<file path="src/rtl/assert_macros.svh">
// assertion macros used by the rtl top level
// no dependencies
`ifndef ASSERT_MACROS_SVH
`define ASSERT_MACROS_SVH

// implication checked on every edge outside reset
`define CHA_ASSERT_IMP(label, clk, rstn, ante, cons) \
    label: assert property (@(posedge clk) disable iff (!rstn) (ante) |-> (cons)) \
        else $error("assertion failed");

// next-cycle implication
`define CHA_ASSERT_NEXT(label, clk, rstn, ante, cons) \
    label: assert property (@(posedge clk) disable iff (!rstn) (ante) |=> (cons)) \
        else $error("assertion failed");

`endif

</file>
<file path="src/rtl/cha_pkg.sv">
// package for the cell hit aggregator
// request and result payload types, shared constants
`default_nettype none
package cha_pkg;
    localparam int LAYER_W = 7;
    localparam int CELLF_W = 9;
    localparam int VAL_W   = 16;
    localparam int MOM_W   = 20;
    localparam int SQ_W    = 42;
    localparam logic [VAL_W-1:0] SAT16 = 16'hFFFF;

    typedef struct packed {
        logic [LAYER_W-1:0]   layer;
        logic [CELLF_W-1:0]   cell_req;
        logic [VAL_W-1:0]     drift_ticks;
        logic [VAL_W-1:0]     distance;
        logic signed [MOM_W-1:0] mom_x;
        logic signed [MOM_W-1:0] mom_y;
        logic signed [MOM_W-1:0] mom_z;
        logic                 last_hit;
    } hit_t;

    typedef struct packed {
        logic [LAYER_W-1:0] out_layer;
        logic [CELLF_W-1:0] out_cell;
        logic [VAL_W-1:0]   time_min;
        logic [VAL_W-1:0]   time_max;
        logic [VAL_W-1:0]   dist_min;
        logic [VAL_W-1:0]   dist_max;
        logic [VAL_W-1:0]   run_now;
        logic [VAL_W-1:0]   run_longest;
        logic [VAL_W-1:0]   hits_total;
        logic [MOM_W-1:0]   mom_magnitude;
        logic               last_of_event;
        logic               overflow;
    } result_t;

    // per-cell statistics carried in each cell
    typedef struct packed {
        logic [VAL_W-1:0] tmin;
        logic [VAL_W-1:0] tmax;
        logic [VAL_W-1:0] dmin;
        logic [VAL_W-1:0] dmax;
        logic [VAL_W-1:0] run;
        logic [VAL_W-1:0] run_max;
        logic [VAL_W-1:0] total;
        logic [MOM_W-1:0] mom;
    } stats_t;

    // command from the sequencer to every cell
    typedef struct packed {
        logic             upd;      // update the matching cell
        logic             alloc;    // write new entry into the tail cell
        logic             fold;     // fold run into longest on prev cell
        logic             shift;    // shift chain toward the head
        logic             restart;  // run restarts (return to known cell)
        logic [VAL_W-1:0] t;
        logic [VAL_W-1:0] d;
        logic [MOM_W-1:0] mom;
    } cell_cmd_t;

    function automatic logic [VAL_W-1:0] sat_inc(input logic [VAL_W-1:0] x);
        sat_inc = (x == SAT16) ? SAT16 : x + 16'd1;
    endfunction
endpackage
`default_nettype wire

</file>
<file path="src/rtl/cha_isqrt.sv">
// multi-cycle integer square root of the momentum squared sum
// uses cha_pkg; one result bit per cycle, one multiplier per cycle
`default_nettype none
module cha_isqrt import cha_pkg::*; (
    input  wire logic                   aclk,
    input  wire logic                   aresetn,
    input  wire logic                   start,
    input  wire logic signed [MOM_W-1:0] px,
    input  wire logic signed [MOM_W-1:0] py,
    input  wire logic signed [MOM_W-1:0] pz,
    output logic                        done,
    output logic [MOM_W-1:0]            root
);
    logic [2:0]       phase_reg, phase_next;
    logic [4:0]       bit_reg, bit_next;
    logic [MOM_W-1:0] ax_reg, ay_reg, az_reg;
    logic [SQ_W-1:0]  sum_reg, sum_next;
    logic [SQ_W-1:0]  rem_reg, rem_next;
    logic [MOM_W:0]   res_reg, res_next;
    logic [SQ_W-1:0]  sq;
    logic [MOM_W-1:0] sel;
    logic [SQ_W-1:0]  trial;

    localparam logic [2:0] PH_IDLE = 3'd0, PH_X = 3'd1, PH_Y = 3'd2,
                           PH_Z = 3'd3, PH_ROOT = 3'd4;

    function automatic logic [MOM_W-1:0] abs20(input logic signed [MOM_W-1:0] v);
        abs20 = v[MOM_W-1] ? MOM_W'(-v) : v;
    endfunction

    always_comb begin
        unique case (phase_reg)
            PH_X:    sel = ax_reg;
            PH_Y:    sel = ay_reg;
            default: sel = az_reg;
        endcase
        sq = SQ_W'(sel) * SQ_W'(sel);
        trial = SQ_W'({res_reg[MOM_W-1:0], 1'b0, 1'b1}) << (2 * bit_reg);
    end

    // restoring square root: res holds root bits above current
    always_comb begin
        phase_next = phase_reg;
        bit_next = bit_reg;
        sum_next = sum_reg;
        rem_next = rem_reg;
        res_next = res_reg;
        done = 1'b0;
        unique case (phase_reg)
            PH_IDLE: begin
                if (start) begin
                    phase_next = PH_X;
                    sum_next = '0;
                end
            end
            PH_X, PH_Y: begin
                sum_next = sum_reg + sq;
                phase_next = phase_reg + 3'd1;
            end
            PH_Z: begin
                rem_next = sum_reg + sq;
                res_next = '0;
                bit_next = 5'(MOM_W);
                phase_next = PH_ROOT;
            end
            PH_ROOT: begin
                if (rem_reg >= trial) begin
                    rem_next = rem_reg - trial;
                    res_next = {res_reg[MOM_W-1:0], 1'b1};
                end else begin
                    res_next = {res_reg[MOM_W-1:0], 1'b0};
                end
                if (bit_reg == 5'd0) begin
                    phase_next = PH_IDLE;
                    done = 1'b1;
                end else begin
                    bit_next = bit_reg - 5'd1;
                end
            end
            default: phase_next = PH_IDLE;
        endcase
    end

    // final root bit is included while done is high
    assign root = res_next[MOM_W-1:0];

    always_ff @(posedge aclk) begin
        if (!aresetn) begin
            phase_reg <= PH_IDLE;
        end else begin
            phase_reg <= phase_next;
        end
        bit_reg <= bit_next;
        sum_reg <= sum_next;
        rem_reg <= rem_next;
        res_reg <= res_next;
        if (phase_reg == PH_IDLE && start) begin
            ax_reg <= abs20(px);
            ay_reg <= abs20(py);
            az_reg <= abs20(pz);
        end
    end
endmodule
`default_nettype wire

</file>
<file path="config.mk">
export PLATFORM = sky130hd
export DESIGN_NAME = cha_isqrt
export DESIGN_NICKNAME = d
export VERILOG_FILES = /design/src/rtl/assert_macros.svh /design/src/rtl/cha_pkg.sv /design/src/rtl/cha_isqrt.sv
export SDC_FILE = /design/constraint.sdc
export NUM_CORES = 1
export LEC_CHECK = 0
export BUFFER_PORTS_ARGS = -buffer_cell sky130_fd_sc_hd__buf_2
export CORE_MARGIN = 2
export CORE_UTILIZATION = 45
export DETAILED_ROUTE_END_ITERATION = 8
export PLACE_DENSITY_LB_ADDON = 0.25
export SETUP_SLACK_MARGIN = 0.1
export SYNTH_ARGS = -nofsm -noshare
export SYNTH_HDL_FRONTEND = slang
export SYNTH_SLANG_ARGS = --single-unit
</file>
<file path="constraint.sdc">
create_clock -name aclk -period 9.8 [get_ports aclk]
set_input_delay 0.98 -clock aclk [delete_from_list [all_inputs] [get_ports aclk]]
set_output_delay 0.98 -clock aclk [all_outputs]
set_load 0.005 [all_outputs]
</file>
Word level (Yosys, flattened, before mapping)
Index checks and enable logic that the tools add are counted.
{ "op_classes": {"addsub": 7, "multipliers": 1, "order_cmp": 1, "n_eq_ne": 8, "n_shift": 1, "muxes": 17, "n_reduce_logical": 10} }
{ "op_table": {"columns": ["operator", "n"], "rows": [
  ["42-bit case mux with 2 select lines", 2],
  ["42-bit 2-to-1 mux", 2],
  ["20-bit case mux with 2 select lines", 2],
  ["20-bit negation", 3],
  ["19-bit 2-to-1 mux", 3],
  ["42-bit by 40-bit adder with 42-bit output", 1],
  ["42-bit greater-or-equal comparator", 1],
  ["22-bit by 6-bit << shifter with 42-bit output", 1],
  ["42-bit subtractor", 1],
  ["20-bit by 20-bit multiplier with 40-bit output", 1],
  ["3-bit case mux with 4 select lines", 1],
  ["5-bit case mux with 2 select lines", 1],
  ["2-bit != test, second input constant", 4],
  ["2-bit AND reduction", 4],
  ["3-bit by 2-bit == test with 1-bit output, second input constant", 2],
  ["3-bit 2-to-1 mux", 2],
  ["5-bit zero test", 1],
  ["5-bit 2-to-1 mux", 1],
  ["5-bit by 1-bit subtractor with 5-bit output, second input constant", 1],
  ["2-bit nonzero test", 2],
  ["3-bit by 1-bit adder with 3-bit output, second input constant", 1],
  ["3-bit by 1-bit == test with 1-bit output, second input constant", 1],
  ["3-bit == test, second input constant", 1],
  ["3-bit zero test", 1],
  ["other kinds (3)", 5]
]} }
{ "word_totals": {"register_bits": 172, "inputBits": 63, "out_inout_bits": 21, "word_cells": 56} }

Longest topological paths before layout
{ "depth": {"depth_word": 5, "depth_mapped": 35, "ltp_nobuf": 32} }

Worst setup path before layout
Ideal clock, no wire load.
{ "synth_path": {"path_kind": "register to register", "from": "reg phase_reg[0]", "to": "reg rem_reg[37] (data pin)", "setup_ps": 255, "t_arrival_ps": 7842, "t_required_ps": 9545, "path_slack_ps": 1703, "path_stages_with_launch": 33, "n_path_buf": 4, "period_less_slack_ps": 8097, "cell_sequence": "dfxtp_1 inv_1 ha_1 nor2b_1 clkbuf_1 nor2_1 clkbuf_1 and2_1 a221oi_1 inv_1 clkbuf_1 nand2_1 fa_1 fa_1 fa_1 inv_1 fa_1 fa_1 fa_1 inv_1 fa_1 inv_1 ha_1 clkbuf_1 a21oi_1 o21ai_0 or3_1 o21ai_0 o21a_1 o31a_1 xor2_1 a21oi_1 and3_1"} }
{ "synth_via": {"elab_chain_len": 5, "word_cells_on_any_way": 8, "classes_between": "1 x add/sub; 1 x mul; 4 x eq/ne; 2 x mux"} }
{ "synth_lines": {"columns": ["item", "line", "text"], "rows": [
  ["start, declared", "cha_isqrt.sv:14", "logic [2:0] phase_reg, phase_next;"],
  ["start signal, assigned", "cha_isqrt.sv:91", "phase_reg <= phase_next;"],
  ["3-bit by 2-bit == test with 1-bit output or 3-bit by 1-bit == test with 1-bit output (tied branches)", "cha_isqrt.sv:32", "unique case (phase_reg)"],
  ["20-bit case mux with 2 select lines", "cha_isqrt.sv:32", null],
  ["20-bit by 20-bit multiplier with 40-bit output", "cha_isqrt.sv:37", "sq = SQ_W'(sel) * SQ_W'(sel);"],
  ["42-bit by 40-bit adder with 42-bit output", "cha_isqrt.sv:61", "rem_next = sum_reg + sq;"],
  ["42-bit case mux with 2 select lines *", "cha_isqrt.sv:49", "unique case (phase_reg)"],
  ["via rem_next[37]", "cha_isqrt.sv:18", "logic [SQ_W-1:0] rem_reg, rem_next;"],
  ["end signal, assigned", "cha_isqrt.sv:95", "rem_reg <= rem_next;"],
  ["end, declared", "cha_isqrt.sv:18", null]
]} }
Mark *: on every way through the listed nets, which the timed path passes. The rest lies on a longest branch.
A chain may end at the register's enable or synchronous reset.

Final worst setup path
Ends and elaborated chain as after synthesis.

==> metrics.sh <==
WORSTSETUPPATHTYPE='flip-flop to flip-flop'
ANTENNADIODECOUNT=0
FINAL_CELL_UTILIZATION_OF_THE_CORE_PCT=48.9
YS.FLOP_TYPE='sky130_fd_sc_hd__edfxtp_1'
CLK_PIN_SLEW_PS=80
HTREE_LEVELS=4
WORSTSETUPPATHDEPTH=27
MET2ROUTEDLENGTH_MM=29.3
NUMBER_OF_ENABLE_TYPE_REGISTER_CELLS_IN_THE_SYNTHESIZED_NETLIST=149
SYNTHXORXNORAREAFRAC_PCT=5.13
CRIT-REG2REG-CAPTURE='rem_reg[37]'
ROUTABILITYCONGESTION=0.934
ACHIEVABLE-FREQUENCY_MHz=108
DETAILED_PLACE_HPWL_MM=49.5
CORE_AREA_UM2=51400
REG2REG_SLACK_PS=570
IOPINCOUNT=84
DIE_WIDTH_UM=232
REMAINING_DRC_ERRORS=0
GRT_SETUP_UNREPAIRED='false'
WORSTHOLDSTART='phase_reg[1]'
SETUP.WORST_PATH.START_CLASS='flip-flop'
FLOORPLAN.INITIALDENSITY_PCT=45.5
SYNTHESIS.AREA_PER_INSTANCE_UM2=9.35
R2R_CELLS=27
SYNTH_FP_NETS=3084
DRIVE_ABOVE_1_SHARE_PCT=7.70
CLOCK_SINK_COUNT=172
CTS_RESIZED=0
ROWS=83
CTS_MADE_BUFFERS=17
DRV.MAX_CAP_VIOLATION_COUNT=0
VIAS_PER_CELL=5.54
SETUP-VIOLATIONS-FINAL=0
SYNTH.AREA.MUX_SHARE_PCT=1.88
DRT_ANTENNA_NET_COUNT=0
HOLD_VIOL_FINAL=0
WORSTHOLDPATHTYPE='flip-flop to flip-flop'
SEQ_AREA_UM2=4930
ROUTED_WL_MM=60.0
HOLD_DEPTH=2
PIN_COUNT_OF_THE_BIGGEST_NET_ENTERING_GLOBAL_ROUTING=62
CP_DATA_ARRIVAL_TIME_PS=9460
FIRSTDRTPASSITERS=6
TIMING_MAX_TRANSITION_VIOLATIONS_FINAL=0
WORSTSETUPSTARTPOINT='phase_reg[0]'
SYNTH_TOP_FAMILY_BY_AREA='adder cells'
SYNTH_ADDER_AREA_SHARE_PCT=37.8
PLACEMENT.IO_BUFFERS=83
CTS.ROOT.BUFFER_CELL='sky130_fd_sc_hd__clkbuf_16'
OUTCOME='finished clean'
CTS-HOLD-FIX-BUFFERS=0
ASYNC_FLOP_SHARE_PCT=0
REG2REG_FROM='phase_reg[0]'
TIMING_WORST_SLEW_PIN_VALUE_PS=927
FIRST_GLOBAL_VIAS=18376
CRIT_PATH_TOP_DELAY_CELL='sky130_fd_sc_hd__fa_1'
CTS_TREE='yes'
FILLERINSTANCES=4848
YS_SEQ_ELEMENTS=172
CLKLATENCYLATEPIN_PS=470
YOSYS_WARNINGS=0
FINAL_NETS=3112
PERIOD_MINUS_SLACK_PS=9230
DIE_OUTLINE_AREA_UM2=53800
MET1WIRELENGTH_MM=26.2
GRT_FIRST_PASS_WIRELENGTH_MM=97.0
MET3_WL_POST_DR_MM=3.27
TOP_LAYER='met4'
SYNTH_AREA_UM2=23400
SYNTH_SIMPLE_GATE_AREA_SHARE_PCT=12.6
DRT-INITIAL-DRC-COUNT=1444
CLOCKBUFFERDEPTH=2
GRT.OVERFLOW.TOTAL=0
ANTENNA_FOUND_INITIAL=0
TIMING.CRITICAL_PATH.TO='rem_reg[37]'
SLEW_HEADROOM_PCT=37.4
LAYOUT_WORST_PATH_CYCLE_SHARE_PCT=94.2
CRIT_FAMILY='adder cells'
CRIT_PATH_FREQUENT_CELL='sky130_fd_sc_hd__fa_1'
VIAS=17852
TIMING.CRITICAL_PATH.FANOUT_MAX=19
NETLIST_INSTANCES=2504
FRACTION_OF_THE_MAPPED_NETLIST_AREA_IN_COMPOUND_GATES_PCT=12.8
WORSTPATHBUFFERINVERTERCOUNT=4
DIE-HEIGHT_UM=232
WORST_PATH_LARGEST_CELL_DELAY_PS=570
FINALCLOCKSKEW_PS=19.2
LAYOUT-AREA-OVERHEAD-VS-SYNTH_PCT=7.44
GRT_UTIL_ALL_LAYERS_PCT=23.1
SYNTH.LIB_CELLS_USED.DISTINCT=73
ENDPOINT_KIND='flip-flop'
POST_CTS_BUFFERS=0
TOTALNEGATIVESETUPSLACK_PS=0
ROUTE.DETAILED.WL_PER_INST_UM=18.6
CRIT_REQUIRED_PS=10030
YOSYSSEQAREASHARE_PCT=21.1
MULTIINPUTGATEAREA_UM2=16500
## area by class of cell
type / count / area share [%]
clock buffers: 18 / 1.71
inverters: 436 / 6.52
well taps: 680 / 3.38
repair buffers: 113 / 2.55
clock inverters: 14 / 0.602
flip-flops and latches: 172 / 19.6
multi-input cells: 1792 / 65.6
## cell usage in the layout, fill, tap and decap left out, drive strengths merged, types with 10 or more instances in the layout
cell,netlist,layout
nor2b,32,32
or3,10,10
fa,318,318
xnor2,106,106
nand3,22,22
a22o,22,22
a21o,51,51
o21ai,119,119
nand2,253,253
and3,16,16
o21a,10,10
inv,430,438
and2,26,26
ha,199,199
nor2,190,190
edfxtp,149,149
o21bai,12,12
o31ai,12,12
nor3,17,17
a221oi,17,17
clkbuf,90,18
a221o,13,13
dfxtp,23,23
nand4,23,23
a21oi,113,113
mux2i,26,26
xor2,31,31
nand2b,20,20
buf,14,113
or4,10,10
a31oi,16,16
## how the worst min path moves through the flow
stage                              end
after floorplan           phase_reg[1]
after global placement    phase_reg[1]
after detailed placement  phase_reg[1]
after CTS                 phase_reg[1]
after global routing      phase_reg[1]
final                     phase_reg[1]
## worst reg2reg max path: cells and delay by family, from the launching register on
family	cells	cell delay, ps
adders and majority gates	9	3980
AOI/OAI and AO/OA	7	2140
buffers and inverters	4	720
xor gates and xnor gates	1	220
and+or+nand+nor	6	1560
DFF	1	390
## routing by layer
metal	track usage, %	up-vias
li1	-	8332
met1	32.1	8950
met2	37.9	508
met3	3.13	62
met4	6.31	0
met5	0	-
## synth_stat cells (all sizes together) (26+ instances only)
cell type	instances	area share, %
xor2	31	1.2
xnor2	106	4.0
and2	26	0.70
ha	199	11
edfxtp	149	19
fa	318	27
o21ai	119	2.5
a21oi	113	2.4
nor2b	32	0.86
nor2	190	3.0
a21o	51	1.6
inv	430	6.9
mux2i	26	1.1
nand2	253	4.1
clkbuf	90	1.4
## cells by family (layout without fill, tap and decap cells)
kind of cell / Yosys count / in the layout
AND/OR/NAND/NOR: 647 / 647
XOR/XNOR: 137 / 137
buffers and inverters: 540 / 581
multiplexers: 38 / 38
AO/OA/AOI/OAI: 453 / 453
flip-flops: 172 / 172
adder cells (fa/ha/maj): 517 / 517
## per-stage QoR
| step | cell area (um2) | std cells | worst slack (ps) | hold slack, ps |
|---|---|---|---|---|
| global route | 25100 | 3225 | 104 | 519 |
| detailed placement | 24600 | 3193 | 548 | 486 |
| global placement | 24600 | 3193 | 641 | 475 |
| finish | 25100 | 3225 | 570 | 498 |
| CTS | 25100 | 3225 | 509 | 497 |
| floorplan | 23400 | 2504 | 1700 | 461 |
Power is left out: the tool's default activity adds up to more than one toggle a clock period on the data nets, which glitch-free logic cannot reach.
