$ cat src/rtl/assert_macros.svh
// assertion macros used by the rtl top level
// no dependencies
`ifndef ASSERT_MACROS_SVH
`define ASSERT_MACROS_SVH

// implication checked on every edge outside reset
`define CHA_ASSERT_IMP(label, clk, rstn, ante, cons) \
    label: assert property (@(posedge clk) disable iff (!rstn) (ante) |-> (cons)) \
        else $error("assertion failed");

// next-cycle implication
`define CHA_ASSERT_NEXT(label, clk, rstn, ante, cons) \
    label: assert property (@(posedge clk) disable iff (!rstn) (ante) |=> (cons)) \
        else $error("assertion failed");

`endif

$ cat src/rtl/cha_pkg.sv
// package for the cell hit aggregator
// request and result payload types, shared constants
`default_nettype none
package cha_pkg;
    localparam int LAYER_W = 7;
    localparam int CELLF_W = 9;
    localparam int VAL_W   = 16;
    localparam int MOM_W   = 20;
    localparam int SQ_W    = 42;
    localparam logic [VAL_W-1:0] SAT16 = 16'hFFFF;

    typedef struct packed {
        logic [LAYER_W-1:0]   layer;
        logic [CELLF_W-1:0]   cell_req;
        logic [VAL_W-1:0]     drift_ticks;
        logic [VAL_W-1:0]     distance;
        logic signed [MOM_W-1:0] mom_x;
        logic signed [MOM_W-1:0] mom_y;
        logic signed [MOM_W-1:0] mom_z;
        logic                 last_hit;
    } hit_t;

    typedef struct packed {
        logic [LAYER_W-1:0] out_layer;
        logic [CELLF_W-1:0] out_cell;
        logic [VAL_W-1:0]   time_min;
        logic [VAL_W-1:0]   time_max;
        logic [VAL_W-1:0]   dist_min;
        logic [VAL_W-1:0]   dist_max;
        logic [VAL_W-1:0]   run_now;
        logic [VAL_W-1:0]   run_longest;
        logic [VAL_W-1:0]   hits_total;
        logic [MOM_W-1:0]   mom_magnitude;
        logic               last_of_event;
        logic               overflow;
    } result_t;

    // per-cell statistics carried in each cell
    typedef struct packed {
        logic [VAL_W-1:0] tmin;
        logic [VAL_W-1:0] tmax;
        logic [VAL_W-1:0] dmin;
        logic [VAL_W-1:0] dmax;
        logic [VAL_W-1:0] run;
        logic [VAL_W-1:0] run_max;
        logic [VAL_W-1:0] total;
        logic [MOM_W-1:0] mom;
    } stats_t;

    // command from the sequencer to every cell
    typedef struct packed {
        logic             upd;      // update the matching cell
        logic             alloc;    // write new entry into the tail cell
        logic             fold;     // fold run into longest on prev cell
        logic             shift;    // shift chain toward the head
        logic             restart;  // run restarts (return to known cell)
        logic [VAL_W-1:0] t;
        logic [VAL_W-1:0] d;
        logic [MOM_W-1:0] mom;
    } cell_cmd_t;

    function automatic logic [VAL_W-1:0] sat_inc(input logic [VAL_W-1:0] x);
        sat_inc = (x == SAT16) ? SAT16 : x + 16'd1;
    endfunction
endpackage
`default_nettype wire

$ cat src/rtl/cha_cell.sv
// one cell of the aggregation chain: holds one table entry
// uses cha_pkg; hands its entry to the neighbor toward the head on shift
`default_nettype none
module cha_cell import cha_pkg::*; #(
    parameter int KEY_W = 16
) (
    input  wire logic             aclk,
    input  wire logic             aresetn,
    input  wire cell_cmd_t        cmd,
    input  wire logic [KEY_W-1:0] probe_key,
    input  wire logic             is_tail,
    input  wire logic             is_prev,
    input  wire logic [KEY_W-1:0] up_key,
    input  wire stats_t           up_stats,
    input  wire logic             up_valid,
    output logic [KEY_W-1:0]      key,
    output stats_t                stats,
    output logic                  valid,
    output logic                  hit
);
    logic [KEY_W-1:0] key_reg;
    stats_t           st_reg, st_next;
    logic             valid_reg;

    assign key = key_reg;
    assign stats = st_reg;
    assign valid = valid_reg;
    assign hit = valid_reg && (key_reg == probe_key);

    always_comb begin
        st_next = st_reg;
        if (cmd.fold && is_prev && st_reg.run_max < st_reg.run) begin
            st_next.run_max = st_reg.run;
        end
        if (cmd.upd && hit) begin
            if (st_reg.tmin > cmd.t) st_next.tmin = cmd.t;
            if (st_reg.tmax < cmd.t) st_next.tmax = cmd.t;
            if (st_reg.dmin > cmd.d) st_next.dmin = cmd.d;
            if (st_reg.dmax < cmd.d) st_next.dmax = cmd.d;
            st_next.total = sat_inc(st_reg.total);
            if (cmd.restart) begin
                st_next.run = 16'd1;
                st_next.mom = cmd.mom;
            end else begin
                st_next.run = sat_inc(st_reg.run);
            end
        end
        if (cmd.alloc && is_tail) begin
            st_next.tmin = cmd.t;
            st_next.tmax = cmd.t;
            st_next.dmin = cmd.d;
            st_next.dmax = cmd.d;
            st_next.run = 16'd1;
            st_next.run_max = 16'd1;
            st_next.total = 16'd1;
            st_next.mom = cmd.mom;
        end
        if (cmd.shift) begin
            st_next = up_stats;
        end
    end

    always_ff @(posedge aclk) begin
        if (!aresetn) begin
            valid_reg <= 1'b0;
        end else if (cmd.shift) begin
            valid_reg <= up_valid;
        end else if (cmd.alloc && is_tail) begin
            valid_reg <= 1'b1;
        end
        st_reg <= st_next;
        if (cmd.shift) begin
            key_reg <= up_key;
        end else if (cmd.alloc && is_tail) begin
            key_reg <= probe_key;
        end
    end
endmodule
`default_nettype wire

$ cat config.mk
export PLATFORM = sky130hd
export DESIGN_NAME = cha_cell
export DESIGN_NICKNAME = d
export VERILOG_FILES = /design/src/rtl/assert_macros.svh /design/src/rtl/cha_pkg.sv /design/src/rtl/cha_cell.sv
export SDC_FILE = /design/constraint.sdc
export NUM_CORES = 1
export LEC_CHECK = 0
export ABC_AREA = 0
export BUFFER_PORTS_ARGS = -buffer_cell sky130_fd_sc_hd__buf_2
export CORE_MARGIN = 2
export CORE_UTILIZATION = 24
export CTS_BUF_LIST = sky130_fd_sc_hd__clkbuf_2 sky130_fd_sc_hd__clkbuf_4 sky130_fd_sc_hd__clkbuf_8
export DETAILED_ROUTE_END_ITERATION = 16
export MAX_ROUTING_LAYER = met4
export PLACE_DENSITY = 0.51
export SLEW_MARGIN = 20
export SYNTH_ARGS = -nofsm -noshare
export SYNTH_HDL_FRONTEND = slang
export SYNTH_SLANG_ARGS = --single-unit
$ cat constraint.sdc
create_clock -name aclk -period 4.6 [get_ports aclk]
set_input_delay 0 -clock aclk [delete_from_list [all_inputs] [get_ports aclk]]
set_output_delay 0 -clock aclk [all_outputs]
set_load 0.03 [all_outputs]
# --- Word level (Yosys, flattened, before mapping) ---
# Index checks and enable logic that the tools add are counted.
totals:
  ff_bits: 149
  latch_bits: 0
  ram_bits: 0
  romBits: 0
  out_inout_bits: 150
  mem_count: 0
classes:
  n_addsub: 2
  n_mul: 0
  div_mod_pow: 0
  magnitude_cmp: 5
  n_eq_ne: 3
  shifts: 0
  mux: 17
  n_bitwise: 0
  n_reduce_logical: 18
op_table:
  columns: ["cell", "count"]
  rows:
  - ["$mux 132", 2]
  - ["$mux 16", 10]
  - ["$mux 80", 1]
  - ["$lt 16x16->1", 3]
  - ["$mux 36", 1]
  - ["$add 16x1->16 const B", 2]
  - ["$eq 16x16->1 const B", 2]
  - ["$gt 16x16->1", 2]
  - ["$reduce_bool 3->1", 7]
  - ["$mux 20", 1]
  - ["$eq 16x16->1", 1]
  - ["$reduce_and 2->1", 5]
  - ["$logic_and 1x1->1", 5]
  - ["$mux 1", 2]
  - ["$reduce_bool 2->1", 1]

# --- Longest topological paths before layout ---
# Gate-level depths: netlist (run 1).
depth:
  ltp_word: 6
  mapped_depth: 8

# --- Worst setup path after synthesis (run 1) ---
# Ideal clock, no wire load.
synth_timing:
  path_type: "register -> register"
  start: "register key_reg[0] (netlist: key[0])"
  end: "register st_reg (netlist bit stats[0]) (enable)"
  setup_time_ns: 0.404
  arrival_time_ns: 2.764
  required_ns: 4.196
  slack_ns: 1.433
  path_stages_with_launch: 7
  path_buffers: 1
  synth_period_minus_slack_ns: 3.167
  path_cell_list: "edfxtp_1 > xor2_1 > nor4_1 > nand2_1 > or4b_1 > buf_2 > a21oi_1"
synth_via:
  elab_chain_len: 5
synth_rtl:
  columns: ["element", "line", "source"]
  rows:
  - ["start, declared", "cha_cell.sv:21", "logic [KEY_W-1:0] key_reg;"]
  - ["start signal, assigned", "cha_cell.sv:73", "key_reg <= up_key;"]
  - ["start signal, assigned", "cha_cell.sv:75", "key_reg <= probe_key;"]
  - ["$eq 16x16->1", "cha_cell.sv:28", "assign hit = valid_reg && (key_reg == probe_key);"]
  - ["$logic_and 1x1->1", "cha_cell.sv:28", null]
  - ["$logic_and 1x1->1", "cha_cell.sv:35", "if (cmd.upd && hit) begin"]
  - ["$reduce_bool 3->1 (no source line)", null, null]
  - ["$reduce_and 2->1 (no source line)", null, null]
  - ["end signal, assigned", "cha_cell.sv:71", "st_reg <= st_next;"]
  - ["end, declared", "cha_cell.sv:22", "stats_t st_reg, st_next;"]
# No other way between the ends.
# A chain may end at the register's enable or synchronous reset.

# --- Worst setup path after layout (run 1) ---
layout_timing:
  start: "register key_reg[9] (netlist: key[9])"
  end: "register st_reg (netlist bit stats[119]) (enable)"
# The elaborated chain is that of the path after synthesis.

==> results.py, run 1 <==
metrics = {
    "clocking": {
        "h-tree-depth": 4,
        "clock_latency_ns": 0.48,
        "cts_buffers": 17,
        "cts.sinks": 149,
        "cts_tree": "built",
        "cts_buffer_depth": 2,
        "root_buffer": "clkbuf_8",
        "clk_pin_slew_ns": 0.09,
    },
    "sta": {
        "setup_ws_ns": 1.537,
        "finClkSkew_ns": 0.02045,
        "min_period_ns": 3.063,
        "slew_headroom_pct": 31.72,
        "rsz0062_at_grt": "false",
        "setup_viol": 0,
        "tightest_slew_ns": 1.024,
        "fin_tns_setup_ns": 0,
        "max_freq_ghz": 0.3265,
        "post-route-period-util_pct": 66.58,
        "slew_viol_final": 0,
        "finalHoldViolCount": 0,
    },
    "synth": {
        "synthesis.nets": 1139,
        "ys_types": 52,
        "ys_seq_area_share_pct": 51.17,
        "yosys_warnings": 0,
        "synth-compound-area-share_pct": 9.422,
        "synthCells": 834,
        "synth_top_family_by_area": "simple AND/OR/NAND/NOR gates",
        "synth_common_cells": "nand2_1 (219), edfxtp_1 (148), ha_1 (79), inv_1 (53), a21oi_1 (42)",
        "yosysMostFrequentCell": "nand2_1",
        "netlist_area_um2": 8725,
        "synthDominantCellAreaShare_pct": 50.94,
        "ys_top_cells_by_area": "edfxtp_1 (51%), ha_1 (11%), nand2_1 (9.4%), mux2_1 (4.6%), a21oi_1 (2.4%)",
        "ys.flop_type": "edfxtp_1",
        "ys_ff_latch": 149,
        "synthArstFlopShare_pct": 0,
        "synth_xor_area_share_pct": 3.413,
        "yosys.area_share.simple_pct": 16.29,
        "syn_area_per_cell_um2": 10.46,
        "synth.largest_area_cell": "edfxtp_1",
        "yosys.area_share.adder_pct": 11.33,
        "synth_mux_area_share_pct": 4.761,
        "synth_edf_count": 148,
    },
    "setup_path": {
        "end_kind": "flop",
        "path_class": "flop to flop",
        "rrSetupSlack_ns": 1.54,
        "critPathArrivalTime_ns": 3.23,
        "crit_path_start": "key[9]",
        "crit_fanout": 10,
        "worst_ep_required_time_ns": 4.77,
        "r2r_end": "stats[119]",
        "reg2reg_from": "key[9]",
        "reg2reg_depth": 7,
        "crit_path_start_kind": "flop",
    },
    "drt": {
        "met1Wirelength_um": 13880,
        "wire_per_inst_um": 16.77,
        "wl_met3_um": 2008,
        "vias": 8776,
        "ant_nets": 0,
        "dr.max_layer_used": "met4",
        "drcViolationCount": 0,
        "avgViaCountPerCell": 4.524,
        "first_iter_violations": 419,
        "wl_met2_um": 15970,
        "routed_wl_um": 32530,
        "dr.pass1.iters": 4,
    },
    "cells_and_area": {
        "final_util_pct": 39.48,
        "num-nets-final": 1767,
        "areaGrowthSynthToFinish_pct": 61.35,
        "largest_reg_flops": 132,
        "drive_above_1_share_pct": 28.81,
    },
    "min_path": {
        "min-delay-start": "is_prev",
        "min_path_cells": 3,
        "hold_class": "input pin to flop",
        "hold_path_end": "stats[50]",
    },
    "power_and_ir_drop": {
        "power_density_nw_per_um2": 293.3,
        "irDropWorstVdd_uv": 163.9,
        "power_mw": 4.128,
        "power_leakage_nw": 6.540,
    },
    "flow_run": {
        "max_cap_viol_count": 0,
    },
    "floorplanning": {
        "io_pins": 376,
        "dieArea_um2": 37890,
        "die_w_um": 194.7,
        "floorplan.initialDensity_pct": 24.47,
        "coreArea_um2": 35660,
        "rows": 69,
        "die_h_um": 194.7,
    },
    "grt": {
        "grt_antenna_before_repair": 4,
        "grt_pass1_vias": 9227,
        "grt.total_usage_pct": 17.53,
        "grt_max_degree": 84,
        "grt_first_pass_wirelength_um": 50250,
        "grt_overflow": 0,
    },
    "status": {
        "status": "completed",
    },
    "placement": {
        "port_buffers": 375,
        "gp_congestion": 0.8615,
        "hpwl_um": 23680,
        "pre_cts_slack_ns": 1.499,
    },
}
per-layer routing:
layer	global-route usage [%]	vias to the layer above
met2	29.44	304
met4	5.299	0
met3	4.164	37
met1	20.83	4170
met5	-	-
li1	-	4265
stage by stage:
| step | cell area, µm² | std cells | hold slack (ns) |
|---|---|---|---|
| floorplan | 8725 | 834 | 0.1469 |
| global placement | 11170 | 1654 | 0.2527 |
| detailed placement | 11170 | 1654 | 0.2551 |
| CTS | 14060 | 1936 | 0.03051 |
| global route | 14080 | 1940 | 0.08438 |
| finish | 14080 | 1940 | 0.1011 |
worst max-delay path, cell delays in order, from the launching register on:
cell	delay, ns
edfxtp_1	0.42
xor2_1	0.16
nor4_1	0.38
nand2_1	0.12
or4b_1	0.51
buf_4	0.22
o31ai_2	0.61
buf_4	0.32
area by class of cell:
type                       count  area, µm²
fill                        3544      21580
timing repair buffer         637       4476
sequential                   149       4464
multi-input combinational    602       3960
tap                          461      576.8
clock buffer                  19      249.0
inverter                      55      206.4
clock inverter                13      135.1
antenna                        4      10.01
cell families (layout without fill, tap and decap cells):
family | Yosys count | count (layout)
AOI/OAI and AO/OA | 131 | 131
xor gates and xnor gates | 34 | 34
adders and majority gates | 79 | 79
buffers and inverters | 83 | 724
DFF | 149 | 149
muxes | 37 | 37
other | 0 | 4
and+or+nand+nor | 321 | 321
timing repair:
action	CTS	global route
gates resized for setup	0	0
buffers inserted	0	0
hold endpoints to repair	149	0
hold buffers	250	0
layout by cell type (no fill, tap or decap), types with 7 or more instances in the layout:
cell	count
buf_2	374
dlygate4sd3_1	250
nand2_1	219
edfxtp_1	148
ha_1	79
inv_1	53
a21oi_1	40
mux2_1	36
o21ai_1	29
nand4_1	24
xnor2_1	24
nand3_1	20
clkbuf_8	17
a21o_1	15
nor2_1	14
buf_4	12
o21ai_0	11
xor2_1	10
and4_1	8
nor3_1	7
worst max path at each step:
stage | end | slack [ns] | depth (start not counted)
3_3_place_gp | stats[118] | 1.59 | 7
5_1_grt | stats[119] | 1.38 | 7
2_1_floorplan | stats[0] | 1.43 | 6
4_1_cts | stats[11] | 1.48 | 6
3_5_place_dp | stats[11] | 1.50 | 6
6_report | stats[119] | 1.54 | 7
where the power goes:
group | switching, mW | internal [mW] | leakage [nW] | total (mW)
Clock | 0.559 | 0.490 | 0.186 | 1.05
Sequential | 0.109 | 1.68 | 1.50 | 1.79
Combinational | 0.756 | 0.536 | 4.85 | 1.29
Power figures use the tool's default switching activity.
==> inputs of run 2 (changes only) <==
ABC_AREA = 1   (was 0)
PLACE_DENSITY = 0.52   (was 0.51)
clock period = 2.8 ns   (was 4.6 ns; I/O delays follow)
==> run 2 against run 1 <==
Effect of this change:
- setup slack got worse by 1.3 ns
- power up 71%
- register-to-register slack got worse by 1.3 ns
- via count grew 9.8%
- utilization is 0.47 points lower
- sequential share of layout area shrank 1.4 points
- clock skew is 0.0035 ns lower
- critical path type unchanged
==> results.py, run 2 <==
metrics = {
    "status": {
        "status": "completed",
    },
    "synth": {
        "synth_xor_area_share_pct": 2.088,
        "yosys.area_share.simple_pct": 25.41,
        "syn_area_per_cell_um2": 8.381,
        "yosysMostFrequentCell": "nand2_1",
        "ys_seq_area_share_pct": 48.38,
        "ys_top_cells_by_area": "edfxtp_1 (48%), nand2_1 (19%), ha_1 (11%), inv_1 (4.7%), o21ai_0 (3.1%)",
        "synth-compound-area-share_pct": 7.119,
        "synth_common_cells": "nand2_1 (468), edfxtp_1 (148), inv_1 (115), ha_1 (79), o21ai_0 (58)",
        "synth_mux_area_share_pct": 0,
        "synth_edf_count": 148,
        "synthArstFlopShare_pct": 0,
        "yosys.area_share.adder_pct": 10.71,
        "ys.flop_type": "edfxtp_1",
        "ys_types": 37,
        "netlist_area_um2": 9228,
        "ys_ff_latch": 149,
        "synthesis.nets": 1406,
        "yosys_warnings": 0,
        "synthCells": 1101,
        "synth_top_family_by_area": "simple AND/OR/NAND/NOR gates",
        "synth.largest_area_cell": "edfxtp_1",
        "synthDominantCellAreaShare_pct": 48.16,
    },
    "cells_and_area": {
        "layout_commonest_cell": "nand2_1",
        "drive_above_1_share_pct": 25.43,
        "num-nets-final": 2038,
        "largest_reg_flops": 132,
        "mostFrequentLayoutCells": "nand2_1 (468), buf_2 (374), dlygate4sd3_1 (253), edfxtp_1 (148), inv_1 (115)",
        "areaGrowthSynthToFinish_pct": 59.61,
    },
    "clocking": {
        "post_cts_resized": 0,
        "cts_tree": "built",
        "cts_buffers": 17,
        "clock_latency_ns": 0.50,
        "root_buffer": "clkbuf_8",
        "cts.sinks": 149,
        "clk_pin_slew_ns": 0.09,
        "h-tree-depth": 4,
        "cts_buffer_depth": 2,
    },
    "flow_run": {
        "max_cap_viol_count": 0,
    },
    "drt": {
        "dr.pass1.iters": 5,
        "ant_nets": 0,
        "routed_wl_um": 34180,
        "wire_per_inst_um": 15.14,
        "drcViolationCount": 0,
        "first_iter_violations": 414,
        "vias": 9635,
        "avgViaCountPerCell": 4.267,
    },
    "sta": {
        "finClkSkew_ns": 0.01699,
        "hold_ws_ns": 0.04909,
        "max_freq_ghz": 0.3884,
        "fin_tns_setup_ns": 0,
        "slew_viol_final": 0,
        "rsz0062_at_grt": "false",
        "finalHoldViolCount": 0,
        "setup_viol": 0,
        "min_period_ns": 2.575,
        "slew_headroom_pct": 43.47,
        "tightest_slew_ns": 0.8479,
        "post-route-period-util_pct": 91.95,
    },
    "floorplanning": {
        "coreArea_um2": 37760,
        "rows": 71,
        "floorplan.initialDensity_pct": 24.44,
        "die_h_um": 200.1,
        "dieArea_um2": 40030,
        "die_w_um": 200.1,
        "io_pins": 376,
    },
    "power_and_ir_drop": {
        "power_density_nw_per_um2": 478.9,
        "power_leakage_nw": 7.408,
        "p_comb_share_pct": 31.0,
        "clockPowerShare_pct": 27.4,
        "power.internal_mw": 4.671,
        "seqPwrFrac_pct": 41.7,
        "irDropWorstVdd_uv": 326.7,
        "p_switching_mw": 2.382,
        "p_sw_share_pct": 33.77,
    },
    "placement": {
        "port_buffers": 375,
        "gp_congestion": 0.8533,
        "hpwl_um": 25330,
    },
    "grt": {
        "grt_overflow": 0,
        "grt_antenna_before_repair": 1,
        "grt_pass1_vias": 9623,
        "grt_first_pass_wirelength_um": 50600,
        "grt_max_degree": 83,
        "grt.total_usage_pct": 17.22,
    },
    "setup_path": {
        "end_kind": "flop",
        "crit_fanout": 15,
        "crit_path_start_kind": "flop",
        "worst_ep_required_time_ns": 2.99,
        "reg2reg_depth": 11,
        "path_class": "flop to flop",
        "critPathArrivalTime_ns": 2.76,
    },
    "min_path": {
        "min_path_cells": 4,
        "hold_class": "input pin to flop",
    },
}
## run 2: changes by cell type after synthesis, moves of 11 or more
cell	change
nand2_1	+249
inv_1	+62
o21ai_0	+47
nor2_1	+42
mux2_1	-36
o21ai_1	-26
xnor2_1	-18
a21o_1	-13
nand4_1	-11
## run 2: what timing repair did
item / CTS / global route
hold buffers: 253 / 0
endpoints found under the hold margin: 150 / 0
buffers inserted: 0 / 0
## run 2: power groups by stage
stage               logic (mW)  clock network (mW)  registers [mW]
CTS                       2.19                2.01            2.94
finish                    2.18                1.93            2.94
global route              2.41                2.08            2.97
global placement          1.85                   0            2.98
floorplan                0.683                   0            3.43
detailed placement        1.86                   0            2.99
## run 2: path summary, 6_finish.rpt
path              from   endpoint  slack (ns)
max          stats[65]  stats[39]        0.23
min            cmd[52]  stats[64]        0.05
max reg2reg  stats[65]  stats[39]        0.23
min reg2reg  stats[20]  stats[20]        0.67
## run 2: per-layer routing
metal	GRT usage, %	share of wire [%]
met5	-	0
met4	4.582	1.3
met3	5.242	7.9
met2	29.12	48
met1	19.83	42
## run 2: cell families after synthesis
logic type	after synthesis
and+or+nand+nor	583
adders and majority gates	79
buffers and inverters	148
xor gates and xnor gates	22
AOI/OAI and AO/OA	120
DFF	149
## run 2: final cells by class
cell class	instances	area, µm²
fill	3810	23030
timing repair buffer	643	4553
sequential	149	4464
multi-input combinational	804	4187
tap	511	639.4
inverter	118	442.9
clock buffer	22	284.0
clock inverter	10	155.1
antenna	1	2.502
## run 2: critical path: stages (launching register included)
cell,delay (ns)
edfxtp_1,0.45
inv_1,0.16
ha_1,0.27
a21oi_1,0.13
o21bai_1,0.07
nand2_1,0.07
nand4_1,0.06
dlygate4sd3_1,0.56
nor2_1,0.10
nand2_1,0.06
nand2_1,0.08
buf_4,0.26
## run 2: metrics by stage
stage / util [%] / power (mW) / instance area (µm²) / instances / worst slack [ns]
global placement: 31.13 / 4.834 / 11750 / 1972 / 0.6801
floorplan: - / 4.117 / 9228 / 1101 / 0.3657
CTS: 39.00 / 7.144 / 14730 / 2257 / 0.2253
global route: 39.01 / 7.457 / 14730 / 2258 / 0.08775
finish: 39.01 / 7.053 / 14730 / 2258 / 0.2255
detailed placement: 31.13 / 4.856 / 11750 / 1972 / 0.6322
==> inputs of run 3 (changes only) <==
ABC_AREA = 0   (was 1)
PLACE_DENSITY = 0.53   (was 0.52)
==> run 3 against run 2 <==
Effect of this change:
- non-clock buffer count rose by 7
- utilization increased by 0.85 points
- maximum frequency rose by 1.8%
- count of clock-buffer cells in the layout fell by 3
- final area fell by 3.5%
- worst hold slack improved by 0.077 ns
- global-route usage increased by 0.37 points
- clock power decreased by 6%
- wire length down 4.0%
- critical path type unchanged
==> results.py, run 3 (synthesis gave the netlist of run 1 again) <==
metrics = {
    "placement": {
        "hpwl_um": 24080,
        "placedCellCount": 1666,
        "gp_congestion": 0.8518,
        "port_buffers": 375,
    },
    "floorplanning": {
        "rows": 69,
        "dieArea_um2": 37890,
        "floorplan.initialDensity_pct": 24.47,
        "die_h_um": 194.7,
        "die_w_um": 194.7,
        "coreArea_um2": 35660,
        "io_pins": 376,
    },
    "clocking": {
        "cts_hold_buffers": 251,
        "clock_latency_ns": 0.48,
        "cts_buffer_depth": 2,
        "h-tree-depth": 4,
        "postCtsSetupBuffers": 0,
        "root_buffer": "clkbuf_8",
        "post_cts_resized": 0,
        "cts_buffers": 17,
        "cts.sinks": 149,
        "cts_tree": "built",
        "clk_pin_slew_ns": 0.09,
    },
    "cells_and_area": {
        "layout_commonest_cell": "buf_2",
        "mostFrequentLayoutCells": "buf_2 (374), dlygate4sd3_1 (251), nand2_1 (219), edfxtp_1 (148), ha_1 (79)",
        "largest_reg_flops": 132,
        "areaGrowthSynthToFinish_pct": 62.91,
        "num-nets-final": 1780,
        "nFillCells": 3523,
        "instances_no_fill": 1950,
        "drive_above_1_share_pct": 29.44,
    },
    "status": {
        "status": "completed",
    },
    "setup_path": {
        "end_kind": "flop",
        "crit_end": "stats[118]",
        "crit_path_frequent_cell": "buf_4",
        "r2r_end": "stats[118]",
        "crit_path_start": "key[9]",
        "crit_path_start_kind": "flop",
        "crit_chain": "xor2_1 -> nor4_1 -> nand2_1 -> or4b_1 -> buf_4 -> o31ai_2 -> buf_4",
        "cp_slowest_stage_delay_ns": 0.51,
        "path_class": "flop to flop",
        "crit_fanout": 8,
        "reg2reg_depth": 7,
        "rrSetupSlack_ns": 0.27,
        "worst_ep_required_time_ns": 2.99,
        "critPathArrivalTime_ns": 2.71,
        "reg2reg_from": "key[9]",
        "slowest_stage": "or4b_1",
    },
    "min_path": {
        "hold_class": "input pin to flop",
    },
    "power_and_ir_drop": {
        "p_switching_mw": 2.343,
        "clockPowerShare_pct": 26.3,
        "irDropWorstVdd_uv": 276.5,
        "p_sw_share_pct": 33.97,
        "power_density_nw_per_um2": 485.3,
        "power.internal_mw": 4.555,
        "seqPwrFrac_pct": 42.6,
        "power_leakage_nw": 6.619,
        "p_comb_share_pct": 31.1,
    },
    "drt": {
        "first_iter_violations": 395,
        "dr.pass1.iters": 5,
        "avgViaCountPerCell": 4.477,
        "vias": 8730,
        "wire_per_inst_um": 16.83,
        "ant_nets": 0,
        "drcViolationCount": 0,
        "routed_wl_um": 32820,
    },
    "grt": {
        "grt_max_degree": 61,
        "grt_overflow": 0,
        "grt.total_usage_pct": 17.59,
        "grt_pass1_vias": 9206,
        "grt_antenna_before_repair": 1,
        "grt_first_pass_wirelength_um": 50020,
    },
    "sta": {
        "hold_ws_ns": 0.1265,
        "tightest_slew_ns": 0.9047,
        "fin_tns_setup_ns": 0,
        "setup_viol": 0,
        "slew_viol_final": 0,
        "post-route-period-util_pct": 90.29,
        "max_freq_ghz": 0.3955,
        "slew_headroom_pct": 39.69,
        "rsz0062_at_grt": "false",
        "min_period_ns": 2.528,
        "finalHoldViolCount": 0,
        "finClkSkew_ns": 0.01319,
    },
    "flow_run": {
        "max_cap_viol_count": 0,
    },
}
## run 3: changes by cell type in the layout (fill, tap and decap cells not counted), moves of 8 or more
cell / change
o21ai_2: -9
nand2_1: -249
buf_4: +10
xnor2_1: +18
inv_1: -62
o21ai_0: -46
nor2_1: -42
o21ai_1: +26
a21o_1: +13
nand4_1: +11
and4_1: +8
mux2_1: +36
## run 3: how the worst min path moves through the flow
stage	from	to	slack, ns	depth (start not counted)
4_1_cts	cmd[54]	stats[47]	0.06	4
6_report	cmd[54]	stats[47]	0.13	4
5_1_grt	cmd[52]	stats[52]	0.10	3
3_5_place_dp	aresetn	valid	0.26	2
2_1_floorplan	aresetn	valid	0.15	1
3_3_place_gp	aresetn	valid	0.25	2
## run 3: final cells by class
type	count	area (µm²)	area share [%]
diodes	1	2.502	0.01761
well taps	461	576.8	4.058
multi-input cells	602	3960	27.86
repair buffers	650	4597	32.34
flip-flops and latches	149	4464	31.41
clock buffers	19	249.0	1.752
inverters	55	206.4	1.452
clock inverters	13	157.7	1.109
## run 3: layer usage
metal / global-route usage [%] / vias up / wire (µm)
met5: - / - / 0
met4: 5.413 / 0 / 614
met3: 4.060 / 34 / 2238
met2: 29.43 / 331 / 15880
met1: 21.02 / 4074 / 14090
li1: - / 4291 / -
## run 3: per-stage QoR
step / instance area (µm²) / setup WS (ns) / utilization [%] / power (mW)
after global routing: 14210 / 0.1225 / 39.86 / 7.248
after detailed placement: 11290 / 0.2446 / 31.67 / 4.803
after floorplan: 8728 / -0.1728 / - / 4.065
after global placement: 11290 / 0.2432 / 31.67 / 4.782
final: 14210 / 0.2718 / 39.86 / 6.898
after CTS: 14210 / 0.2121 / 39.86 / 6.960
## run 3: worst max-delay path: cells and delay by family (launching register included)
kind / cells / cell delay (ns)
compound gates: 1 / 0.29
buf+inv: 2 / 0.44
xor+xnor: 1 / 0.16
simple gates: 3 / 0.95
flops: 1 / 0.41
## run 3: power by group through the flow
stage	clock [mW]	combinational (mW)	sequential, mW
floorplan	0	0.618	3.45
global placement	0	1.80	2.98
detailed placement	0	1.82	2.99
CTS	1.88	2.15	2.94
global route	1.95	2.33	2.97
finish	1.81	2.15	2.94
